$ cat src/wps_pkg.sv
package wps_pkg;

    // Geometry of the history ring
    localparam int WINDOW  = 10;
    localparam int ANGLES  = 5;
    localparam int NFIELDS = 5;

    localparam int DATA_W  = 16;
    localparam int FB_W    = 15;
    localparam int CNT_W   = $clog2(WINDOW + 1);
    localparam int ANG_W   = $clog2(NFIELDS);
    localparam int DEPTH   = WINDOW * ANGLES;
    localparam int ADDR_W  = $clog2(DEPTH);
    localparam int ENTRY_W = 2 * DATA_W;

    // Sum of up to WINDOW signed 16-bit values; its magnitude fits in 20 bits
    localparam int SUM_W   = 21;
    localparam int MAG_W   = 20;

    // Reciprocal scaling: q = (mag * ceil(2^K / d)) >> K is exact for
    // mag < 2^20 and d <= 16 once K >= 24.
    localparam int RECIP_K = 24;
    localparam int RECIP_W = 25;
    localparam int RIDX_W  = 5;
    localparam int PROD_W  = MAG_W + RECIP_W;

    // Configuration register map
    localparam int            REG_IDX_W      = 1;
    localparam logic [REG_IDX_W-1:0] REG_FALLBACK = 1'b0;
    localparam logic [FB_W-1:0]      FALLBACK_RESET = 15'd3;

    typedef enum logic [6:0] {
        S_IDLE  = 7'b0000001,
        S_SUM   = 7'b0000010,
        S_MULF  = 7'b0000100,
        S_BLDF  = 7'b0001000,
        S_BLDA  = 7'b0010000,
        S_WRITE = 7'b0100000,
        S_DONE  = 7'b1000000
    } state_t;

    typedef logic signed [DATA_W-1:0] sample_t;

    function automatic logic [RECIP_W-1:0] recip(input logic [RIDX_W-1:0] d);
        logic [RECIP_W-1:0] r;
        unique case (d)
            5'd1:    r = 25'd16777216;
            5'd2:    r = 25'd8388608;
            5'd3:    r = 25'd5592406;
            5'd4:    r = 25'd4194304;
            5'd5:    r = 25'd3355444;
            5'd6:    r = 25'd2796203;
            5'd7:    r = 25'd2396746;
            5'd8:    r = 25'd2097152;
            5'd9:    r = 25'd1864136;
            5'd10:   r = 25'd1677722;
            5'd11:   r = 25'd1525202;
            5'd12:   r = 25'd1398102;
            5'd13:   r = 25'd1290556;
            5'd14:   r = 25'd1198373;
            5'd15:   r = 25'd1118482;
            5'd16:   r = 25'd1048576;
            default: r = '0;
        endcase
        return r;
    endfunction

    function automatic logic [MAG_W-1:0] magnitude(input logic signed [SUM_W-1:0] s);
        logic [SUM_W-1:0] u;
        u = s[SUM_W-1] ? SUM_W'(-s) : SUM_W'(s);
        return u[MAG_W-1:0];
    endfunction

    // Apply sign to the truncated average, add the current value, halve toward zero
    function automatic sample_t blend(input logic [MAG_W-1:0] q, input logic neg,
                                      input sample_t cur);
        logic signed [SUM_W-1:0] avg;
        logic signed [SUM_W-1:0] s;
        avg = signed'(SUM_W'(q));
        if (neg) begin
            avg = -avg;
        end
        s = avg + SUM_W'(cur);
        if (s < 0) begin
            s = s + SUM_W'(1);
        end
        return sample_t'(s[DATA_W:1]);
    endfunction

endpackage

$ cat src/wps_ram.sv
module wps_ram #(
    parameter int WIDTH = 32,
    parameter int DEPTH = 64,
    localparam int AW = $clog2(DEPTH)
) (
    input  logic             aclk,
    input  logic             we,
    input  logic [AW-1:0]    waddr,
    input  logic [WIDTH-1:0] wdata,
    input  logic [AW-1:0]    raddr,
    output logic [WIDTH-1:0] rdata
);

    logic [WIDTH-1:0] mem_reg [DEPTH];
    logic [WIDTH-1:0] rdata_reg;

    always_ff @(posedge aclk) begin
        if (we) begin
            mem_reg[waddr] <= wdata;
        end
        rdata_reg <= mem_reg[raddr];
    end

    assign rdata = rdata_reg;

endmodule

$ cat src/windowed_parameter_smoother_unit.sv
// Channel   Direction  Handshake           Payload
// s_        in         s_valid / s_ready   s_freq_0..4, s_amp_0..4 (signed Q8.8)
// m_        out        m_valid / m_ready   m_smoothed_freq_0..4, m_smoothed_amp_0..4,
//                                          m_master_freq, m_applied
// apb       in/out     psel/penable/pready paddr, pwdata, prdata (fallback_frequency)
//
// An item is handled one angle at a time: for each angle the block sums the held snapshots
// (1..WINDOW) read from the history, then multiplies and blends freq and amp; last, it
// writes the raw snapshot back. The first item skips the sums. The single read port of the
// history RAM, one entry per cycle, and the shared reciprocal multiplier set the pace.
// Reset (aresetn low, synchronous) empties the history and restores fallback to 3.
// A result waiting in the output register holds the next item in its last step.
module windowed_parameter_smoother_unit
    import wps_pkg::*;
(
    input  logic                aclk,
    input  logic                aresetn,

    input  logic                s_valid,
    output logic                s_ready,
    input  logic signed [15:0]  s_freq_0,
    input  logic signed [15:0]  s_freq_1,
    input  logic signed [15:0]  s_freq_2,
    input  logic signed [15:0]  s_freq_3,
    input  logic signed [15:0]  s_freq_4,
    input  logic signed [15:0]  s_amp_0,
    input  logic signed [15:0]  s_amp_1,
    input  logic signed [15:0]  s_amp_2,
    input  logic signed [15:0]  s_amp_3,
    input  logic signed [15:0]  s_amp_4,

    output logic                m_valid,
    input  logic                m_ready,
    output logic signed [15:0]  m_smoothed_freq_0,
    output logic signed [15:0]  m_smoothed_freq_1,
    output logic signed [15:0]  m_smoothed_freq_2,
    output logic signed [15:0]  m_smoothed_freq_3,
    output logic signed [15:0]  m_smoothed_freq_4,
    output logic signed [15:0]  m_smoothed_amp_0,
    output logic signed [15:0]  m_smoothed_amp_1,
    output logic signed [15:0]  m_smoothed_amp_2,
    output logic signed [15:0]  m_smoothed_amp_3,
    output logic signed [15:0]  m_smoothed_amp_4,
    output logic [14:0]         m_master_freq,
    output logic                m_applied,

    input  logic                psel,
    input  logic                penable,
    input  logic                pwrite,
    input  logic [2:0]          paddr,
    input  logic [31:0]         pwdata,
    output logic [31:0]         prdata,
    output logic                pready
);

    // ---------------------------------------------------------------
    // Control state
    // ---------------------------------------------------------------
    state_t                 state_reg, state_next;
    logic [CNT_W-1:0]       held_reg, held_next;       // snapshots in the history
    logic [ADDR_W-1:0]      wbase_reg, wbase_next;     // first address of write slot
    logic                   m_valid_reg, m_valid_next;
    logic [FB_W-1:0]        fallback_reg, fallback_next;
    logic                   pend_reg, pend_next;       // RAM read in flight

    // ---------------------------------------------------------------
    // Datapath registers
    // ---------------------------------------------------------------
    sample_t                raw_f_reg [NFIELDS];
    sample_t                raw_m_reg [NFIELDS];
    sample_t                raw_f_next [NFIELDS];
    sample_t                raw_m_next [NFIELDS];
    sample_t                sf_reg [NFIELDS];
    sample_t                sm_reg [NFIELDS];
    sample_t                sf_next [NFIELDS];
    sample_t                sm_next [NFIELDS];
    sample_t                out_f_reg [NFIELDS];
    sample_t                out_m_reg [NFIELDS];
    sample_t                out_f_next [NFIELDS];
    sample_t                out_m_next [NFIELDS];
    logic [FB_W-1:0]        out_master_reg, out_master_next;
    logic                   out_applied_reg, out_applied_next;
    logic                   applied_reg, applied_next;
    sample_t                best_reg, best_next;
    logic [ANG_W-1:0]       angle_reg, angle_next;
    logic [CNT_W-1:0]       idx_reg, idx_next;
    logic [ADDR_W-1:0]      raddr_reg, raddr_next;
    logic signed [SUM_W-1:0] fsum_reg, fsum_next;
    logic signed [SUM_W-1:0] asum_reg, asum_next;
    logic [PROD_W-1:0]      prod_reg, prod_next;

    sample_t                in_f [NFIELDS];
    sample_t                in_m [NFIELDS];

    // History RAM port
    logic                   ram_we;
    logic [ADDR_W-1:0]      ram_waddr;
    logic [ENTRY_W-1:0]     ram_wdata;
    logic [ENTRY_W-1:0]     ram_rdata;

    logic [MAG_W-1:0]       mul_a;
    logic [RECIP_W-1:0]     mul_b;
    logic [MAG_W-1:0]       quot;
    sample_t                blend_res;
    logic                   blend_neg;
    logic                   cfg_write;
    logic [REG_IDX_W-1:0]   cfg_idx;
    logic                   s_accept;
    logic                   last_angle;

    assign in_f[0] = s_freq_0;
    assign in_f[1] = s_freq_1;
    assign in_f[2] = s_freq_2;
    assign in_f[3] = s_freq_3;
    assign in_f[4] = s_freq_4;
    assign in_m[0] = s_amp_0;
    assign in_m[1] = s_amp_1;
    assign in_m[2] = s_amp_2;
    assign in_m[3] = s_amp_3;
    assign in_m[4] = s_amp_4;

    // ---------------------------------------------------------------
    // Configuration port: one register, fallback_frequency at offset 0
    // ---------------------------------------------------------------
    assign pready    = 1'b1;
    assign cfg_idx   = paddr[2];
    assign cfg_write = psel && penable && pwrite;

    always_comb begin
        fallback_next = fallback_reg;
        if (cfg_write && cfg_idx == REG_FALLBACK) begin
            fallback_next = pwdata[FB_W-1:0];
        end
    end

    always_comb begin
        prdata = '0;
        unique case (cfg_idx)
            REG_FALLBACK: prdata = 32'(fallback_reg);
            default:      prdata = '0;
        endcase
    end

    // ---------------------------------------------------------------
    // History store: one entry per (slot, angle), {freq, amp}
    // ---------------------------------------------------------------
    wps_ram #(
        .WIDTH (ENTRY_W),
        .DEPTH (DEPTH)
    ) u_hist (
        .aclk  (aclk),
        .we    (ram_we),
        .waddr (ram_waddr),
        .wdata (ram_wdata),
        .raddr (raddr_reg),
        .rdata (ram_rdata)
    );

    assign ram_we    = (state_reg == S_WRITE);
    assign ram_waddr = wbase_reg + ADDR_W'(angle_reg);
    assign ram_wdata = {raw_f_reg[angle_reg], raw_m_reg[angle_reg]};

    // ---------------------------------------------------------------
    // Shared divide-by-count unit: one multiplier by a reciprocal table
    // ---------------------------------------------------------------
    assign mul_a     = (state_reg == S_MULF) ? magnitude(fsum_reg) : magnitude(asum_reg);
    assign mul_b     = recip(RIDX_W'(held_reg));
    assign quot      = prod_reg[RECIP_K +: MAG_W];
    assign blend_neg = (state_reg == S_BLDF) ? fsum_reg[SUM_W-1] : asum_reg[SUM_W-1];
    assign blend_res = blend(quot, blend_neg,
                             (state_reg == S_BLDF) ? raw_f_reg[angle_reg]
                                                   : raw_m_reg[angle_reg]);

    assign s_ready    = (state_reg == S_IDLE);
    assign s_accept   = s_valid && s_ready;
    assign last_angle = (angle_reg == ANG_W'(ANGLES - 1));

    // ---------------------------------------------------------------
    // Sequencer
    // ---------------------------------------------------------------
    always_comb begin
        state_next       = state_reg;
        held_next        = held_reg;
        wbase_next       = wbase_reg;
        m_valid_next     = m_valid_reg;
        pend_next        = 1'b0;
        raw_f_next       = raw_f_reg;
        raw_m_next       = raw_m_reg;
        sf_next          = sf_reg;
        sm_next          = sm_reg;
        out_f_next       = out_f_reg;
        out_m_next       = out_m_reg;
        out_master_next  = out_master_reg;
        out_applied_next = out_applied_reg;
        applied_next     = applied_reg;
        best_next        = best_reg;
        angle_next       = angle_reg;
        idx_next         = idx_reg;
        raddr_next       = raddr_reg;
        fsum_next        = fsum_reg;
        asum_next        = asum_reg;
        prod_next        = prod_reg;

        // Drop the result once the sink takes it
        if (m_valid_reg && m_ready) begin
            m_valid_next = 1'b0;
        end

        unique case (state_reg)
            S_IDLE: begin
                if (s_accept) begin
                    // Capture the snapshot; unused angles simply echo
                    raw_f_next   = in_f;
                    raw_m_next   = in_m;
                    sf_next      = in_f;
                    sm_next      = in_m;
                    applied_next = (held_reg != '0);
                    best_next    = '0;
                    angle_next   = '0;
                    idx_next     = '0;
                    raddr_next   = '0;
                    fsum_next    = '0;
                    asum_next    = '0;
                    state_next   = (held_reg != '0) ? S_SUM : S_WRITE;
                end
            end
            S_SUM: begin
                // Issue one read per held slot, stride ANGLES
                if (idx_reg != held_reg) begin
                    idx_next   = idx_reg + CNT_W'(1);
                    raddr_next = raddr_reg + ADDR_W'(ANGLES);
                    pend_next  = 1'b1;
                end
                if (pend_reg) begin
                    fsum_next = fsum_reg + SUM_W'(sample_t'(ram_rdata[ENTRY_W-1 -: DATA_W]));
                    asum_next = asum_reg + SUM_W'(sample_t'(ram_rdata[DATA_W-1:0]));
                end
                if (idx_reg == held_reg && !pend_reg) begin
                    state_next = S_MULF;
                end
            end
            S_MULF: begin
                prod_next  = PROD_W'(mul_a) * PROD_W'(mul_b);
                state_next = S_BLDF;
            end
            S_BLDF: begin
                sf_next[angle_reg] = blend_res;
                prod_next          = PROD_W'(mul_a) * PROD_W'(mul_b);
                state_next         = S_BLDA;
            end
            S_BLDA: begin
                sm_next[angle_reg] = blend_res;
                if (sf_reg[angle_reg] > best_reg) begin
                    best_next = sf_reg[angle_reg];
                end
                if (last_angle) begin
                    angle_next = '0;
                    state_next = S_WRITE;
                end else begin
                    angle_next = angle_reg + ANG_W'(1);
                    raddr_next = ADDR_W'(angle_reg) + ADDR_W'(1);
                    idx_next   = '0;
                    fsum_next  = '0;
                    asum_next  = '0;
                    state_next = S_SUM;
                end
            end
            S_WRITE: begin
                // Store the raw snapshot, one angle per cycle
                if (last_angle) begin
                    angle_next = '0;
                    if (wbase_reg == ADDR_W'(DEPTH - ANGLES)) begin
                        wbase_next = '0;
                    end else begin
                        wbase_next = wbase_reg + ADDR_W'(ANGLES);
                    end
                    if (held_reg != CNT_W'(WINDOW)) begin
                        held_next = held_reg + CNT_W'(1);
                    end
                    state_next = S_DONE;
                end else begin
                    angle_next = angle_reg + ANG_W'(1);
                end
            end
            S_DONE: begin
                // Hold until the output register is free
                if (!m_valid_reg || m_ready) begin
                    out_f_next       = sf_reg;
                    out_m_next       = sm_reg;
                    out_applied_next = applied_reg;
                    if (!applied_reg) begin
                        out_master_next = '0;
                    end else if (best_reg > 0) begin
                        out_master_next = best_reg[FB_W-1:0];
                    end else begin
                        out_master_next = fallback_reg;
                    end
                    m_valid_next = 1'b1;
                    state_next   = S_IDLE;
                end
            end
            default: begin
                state_next = S_IDLE;
            end
        endcase
    end

    always_ff @(posedge aclk) begin
        if (!aresetn) begin
            state_reg    <= S_IDLE;
            held_reg     <= '0;
            wbase_reg    <= '0;
            m_valid_reg  <= 1'b0;
            fallback_reg <= FALLBACK_RESET;
            pend_reg     <= 1'b0;
        end else begin
            state_reg    <= state_next;
            held_reg     <= held_next;
            wbase_reg    <= wbase_next;
            m_valid_reg  <= m_valid_next;
            fallback_reg <= fallback_next;
            pend_reg     <= pend_next;
        end
    end

    always_ff @(posedge aclk) begin
        raw_f_reg       <= raw_f_next;
        raw_m_reg       <= raw_m_next;
        sf_reg          <= sf_next;
        sm_reg          <= sm_next;
        out_f_reg       <= out_f_next;
        out_m_reg       <= out_m_next;
        out_master_reg  <= out_master_next;
        out_applied_reg <= out_applied_next;
        applied_reg     <= applied_next;
        best_reg        <= best_next;
        angle_reg       <= angle_next;
        idx_reg         <= idx_next;
        raddr_reg       <= raddr_next;
        fsum_reg        <= fsum_next;
        asum_reg        <= asum_next;
        prod_reg        <= prod_next;
    end

    // ---------------------------------------------------------------
    // Outputs
    // ---------------------------------------------------------------
    assign m_valid           = m_valid_reg;
    assign m_smoothed_freq_0 = out_f_reg[0];
    assign m_smoothed_freq_1 = out_f_reg[1];
    assign m_smoothed_freq_2 = out_f_reg[2];
    assign m_smoothed_freq_3 = out_f_reg[3];
    assign m_smoothed_freq_4 = out_f_reg[4];
    assign m_smoothed_amp_0  = out_m_reg[0];
    assign m_smoothed_amp_1  = out_m_reg[1];
    assign m_smoothed_amp_2  = out_m_reg[2];
    assign m_smoothed_amp_3  = out_m_reg[3];
    assign m_smoothed_amp_4  = out_m_reg[4];
    assign m_master_freq     = out_master_reg;
    assign m_applied         = out_applied_reg;

    // ---------------------------------------------------------------
    // Assertions
    // ---------------------------------------------------------------
    a_held_bound: assert property (@(posedge aclk) disable iff (!aresetn)
        held_reg <= CNT_W'(WINDOW))
        else $error("history count beyond window");

    a_first_master: assert property (@(posedge aclk) disable iff (!aresetn)
        m_valid && !m_applied |-> m_master_freq == '0)
        else $error("master frequency set on first snapshot");

    a_busy_after_accept: assert property (@(posedge aclk) disable iff (!aresetn)
        s_valid && s_ready |=> !s_ready)
        else $error("second item taken while busy");

    a_read_in_range: assert property (@(posedge aclk) disable iff (!aresetn)
        state_reg == S_SUM && idx_reg != held_reg |-> raddr_reg < ADDR_W'(DEPTH))
        else $error("history read address out of range");

endmodule

$ cat config.mk
export PLATFORM = sky130hd
export DESIGN_NAME = windowed_parameter_smoother_unit
export DESIGN_NICKNAME = d
export VERILOG_FILES = /design/src/wps_pkg.sv /design/src/wps_ram.sv /design/src/windowed_parameter_smoother_unit.sv
export SDC_FILE = /design/constraint.sdc
export NUM_CORES = 2
export LEC_CHECK = 0
export BUFFER_PORTS_ARGS = -buffer_cell sky130_fd_sc_hd__buf_2
export CAP_MARGIN = 20
export CORE_MARGIN = 2
export CORE_UTILIZATION = 60
export DETAILED_ROUTE_END_ITERATION = 12
export PLACE_DENSITY = 0.76
export SYNTH_ARGS = -nofsm -noshare
export SYNTH_HDL_FRONTEND = slang
export SYNTH_SLANG_ARGS = --single-unit
$ cat constraint.sdc
create_clock -name aclk -period 20.9 [get_ports aclk]
set_clock_uncertainty 0.1 [all_clocks]
set_input_delay 6.27 -clock aclk [delete_from_list [all_inputs] [get_ports aclk]]
set_output_delay 6.27 -clock aclk [all_outputs]
set_load 0.05 [all_outputs]
==> impl_summary.md <==
Power and ir drop
The clock group share of total power is about a quarter. The static leakage is roughly 43 nW. The net load switching power is ~5.9 mW. The internal power consumption is 10.3 mW.

Net switching is ~36% of the power. The sequential power share is roughly 39%. The combinational fraction of design power is a little under two fifths. The maximum vdd ir drop is around 0.16 mV.

The power density relative to cell area is between 100 and 150 nW/um^2.

Global routing
The overall overflow remaining after global route is 0. The number of antenna violations at the first check in global routing is 48. The number of global-route vias before repair came to ~64000. Entering global routing, the biggest net connects 155 pins. Global routing used about 33% of the available tracks. The first-pass GRT wire length is 429000 um.

Worst setup path
The worst register-to-register path begins at asum_reg[3]. STA classifies the critical path endpoint as an output pin. The dominant cell type by count on the critical path is sky130_fd_sc_hd__buf_2. The class of the most critical setup path is in -> out. The required time at the endpoint of the critical path is between 10000 and 15000 ps. Data arrives at the worst endpoint at roughly 6900 ps. The endpoint identified for the worst register-to-register timing path is prod_reg[38]. The kind of start point of the critical path is a primary input.

In this run the register-to-register setup slack is 10520 ps. Walking the worst path, the cells encountered are buf_2 -> nor2b_1 -> buf_2. Counting both buffers and inverters, the worst setup path holds a total of 2. Grouping stages by cell kind, the critical path spends the most delay in buffers and inverters.

Along the worst path, the maximum fanout reaches 17. The slowest stage of the critical path belongs to the cell sky130_fd_sc_hd__buf_2. The largest single stage delay on the critical path is 270 ps. The number of cells traversed by the worst register-to-register path is 31.

Routing
In the final routed layout, each cell accounts on average for roughly 31 um. In the routed design, unresolved DRC markers number 0. The detailed-route via count is between 60000 and 70000.

The detailed router's first-iteration violation count is approximately 8700. The number of vias per cell is between 6 and 7. The pre-antenna-repair detailed-routing pass consisted of 10 iterations. The residual antenna-violating net count after detailed routing is 0. The routed design has 297000 um of wire.

Floorplan
The number of rows created at floorplan is 155. The die covers about 180000 sq um. The overall die width is between 400 and 500 um.

The core region is 178000 sq um. Measured along the y axis, the die boundary spans between 400 and 500 um. During I/O placement, the number of pins put on the boundary was around 410. The starting utilization of the core area is ~60%.

Synthesis
In the synthesized netlist the async set-or-reset flop fraction comes to 0%. The netlist uses 92 different library cells. In this run, synthesis produced a sequential element count of 2276. The predominant post-synthesis flop cell is sky130_fd_sc_hd__edfxtp_1. The cell area that synthesis handed to floorplanning was around 110000 sq um. The count of warnings emitted by yosys is 0. The cell count after synthesis is about 6500. The average cell area after synthesis is roughly 16 sq um. The number of flops mapped to enable cells by yosys is approximately 2200. Of the synthesized area, sequential elements account for a little over three fifths.

CTS
The number of gates resized after CTS was 0. The maximum clock path buffer count is 3. After clock tree synthesis, the clock-pin slew on the worst setup and hold paths is approximately 60 ps. Buffers added to address setup during post-CTS repair amount to 0. The number of clock sinks is 2276. The number of buffers inserted for hold repair after clock tree synthesis is 0. The CTS tree is yes. The later pin in the worst-skew pair is clocked with a latency of ~870 ps. The H-tree was split into 4 levels. The number of buffers added by the clock tree synthesis step is ~210.

The clock root buffer master is sky130_fd_sc_hd__clkbuf_16.

Timing
The worst path in the final design needs a cycle of 13290 ps, including I/O delays and setup. Summed over all failing endpoints, the final setup total negative slack is 0 ps. The number of pins with negative max-slew slack in the final report is 0.

The final critical path takes up a little under two thirds of the cycle. At the pin with the least slew margin, the transition time is roughly 1300 ps. The number of failing hold endpoints at the final stage was 0. Setup violations remaining at the end of the flow were counted as 0. The relative slew slack is ~15%. Setup repair after global routing left no endpoint under its margin. The maximum frequency from static timing analysis is around 75 MHz.

Layout
The area growth from synthesis to layout is 12.0%. The share of cells above drive strength 1 is around 22%. The flip-flop count of the largest register, all copies and words added is 1600.

Cells fill between 60% and 70% of the core in the end. The net count reported at finish is between 7000 and 8000.

Flow run
The reported max-cap violation count is 0.

Place
The HPWL reported at the end of detailed placement is roughly 180000 um. Input and output buffers added on the ports amount to 375. The congestion estimate from routability-driven global placement came to slightly above 0.9.

Worst hold path
The worst hold path endpoint is m_smoothed_freq_3[7]. The path type of the worst min-delay path is reg -> reg. The startpoint of the worst hold path is sf_reg[23]. The worst hold path was traced through 0 stages.

Run status
The flow ran to the end, and the final reports show no timing, DRC or antenna violations.
layer usage:
| layer | up-vias | global-route usage, % | wire length (um) |
|---|---|---|---|
| li1 | 25400 | - | - |
| met1 | 32700 | 43.8 | 106000 |
| met2 | 4436 | 53.7 | 145000 |
| met3 | 827 | 6.16 | 31900 |
| met4 | 14 | 14.0 | 13400 |
| met5 | - | 0 | 92 |
how the worst max path moves through the flow:
stage                   from         end  slack, ps  cells past startpoint
floorplan            m_ready   m_applied       5950                      2
CTS                 paddr[2]   prdata[7]       7610                      3
global route        paddr[2]  prdata[11]       7530                      3
detailed placement  paddr[2]   prdata[7]       7610                      3
global placement    paddr[2]  prdata[12]       7630                      3
finish              paddr[2]  prdata[11]       7610                      3
power by group through the flow:
| stage | clock network (mW) | logic (mW) | registers, mW |
|---|---|---|---|
| 3_3_place_gp | 0 | 5.54 | 6.28 |
| 2_1_floorplan | 0 | 3.62 | 6.30 |
| 4_1_cts | 3.98 | 5.78 | 6.21 |
| 3_5_place_dp | 0 | 5.70 | 6.30 |
| 5_1_grt | 4.15 | 6.23 | 6.22 |
| 6_report | 3.96 | 5.97 | 6.20 |
final cells by class:
type	instances	area (sq um)
multi-input cells	3410	37200
diodes	42	105
fillers	11500	57800
well taps	2355	2950
inverters	506	1900
clock inverters	132	1470
repair buffers	562	3510
clock buffers	264	5660
flip-flops and latches	2276	67500
Yosys cell counts, drive strengths merged, types with 7 or more instances:
cell type	number	area share (%)
or2	10	0.058
nor4	17	0.10
dfxtp	88	1.6
a22o	41	0.33
a21oi	121	0.57
nor2b	49	0.29
xnor2	86	0.71
mux2	49	0.51
o31ai	25	0.17
nand4	41	0.24
a221o	25	0.23
o21bai	7	0.049
a21o	41	0.29
o41ai	9	0.080
nor3b	7	0.069
nand3	53	0.25
or3	11	0.064
a211oi	24	0.17
nand2b	18	0.10
a21boi	23	0.16
and2	239	1.4
nor2	250	0.88
nand3b	7	0.049
o21a	25	0.17
clkbuf	249	0.87
buf	96	0.43
ha	246	2.9
o211ai	44	0.32
fa	412	7.7
a32o	10	0.093
o21ai	154	0.72
mux2i	30	0.28
mux4	552	12
edfxtp	2188	61
o22ai	14	0.082
a22oi	12	0.084
or4	20	0.15
a211o	7	0.057
and3	8	0.047
nand2	532	1.9
xor2	67	0.55
nor3	41	0.21
a31oi	13	0.076
inv	505	1.8
per-stage QoR:
step / hold WS, ps / std cells / setup slack [ps] / area (sq um) / power, mW
after floorplan: 300 / 6537 / 5950 / 107000 / 9.92
after global placement: 302 / 9093 / 7630 / 113000 / 11.8
after detailed placement: 305 / 9097 / 7610 / 113000 / 12.0
after CTS: 296 / 9493 / 7610 / 120000 / 16.0
after global routing: 315 / 9531 / 7530 / 120000 / 16.6
final: 307 / 9547 / 7610 / 120000 / 16.1
cells in the final DEF (no fill, tap or decap), types with 142 or more instances in the layout:
cell and count:
sky130_fd_sc_hd__and2_1 239, sky130_fd_sc_hd__buf_2 375, sky130_fd_sc_hd__buf_4 168, sky130_fd_sc_hd__clkbuf_16 215, sky130_fd_sc_hd__edfxtp_1 2188, sky130_fd_sc_hd__fa_1 412, sky130_fd_sc_hd__ha_1 246, sky130_fd_sc_hd__inv_1 502
sky130_fd_sc_hd__mux4_2 552, sky130_fd_sc_hd__nand2_1 532, sky130_fd_sc_hd__nor2_1 201, sky130_fd_sc_hd__o21ai_0 142
cells by family after synthesis:
group	Yosys count	share of synthesized area, %
flip-flops	2276	62.8
AND/OR/NAND/NOR	1327	5.97
buffers and inverters	851	3.07
adder cells (fa/ha/maj)	658	10.6
multiplexers	631	12.4
AO/OA/AOI/OAI	623	3.93
XOR/XNOR	153	1.26
other	2	0.00700
Note: power is estimated with default switching activity, not from simulation.
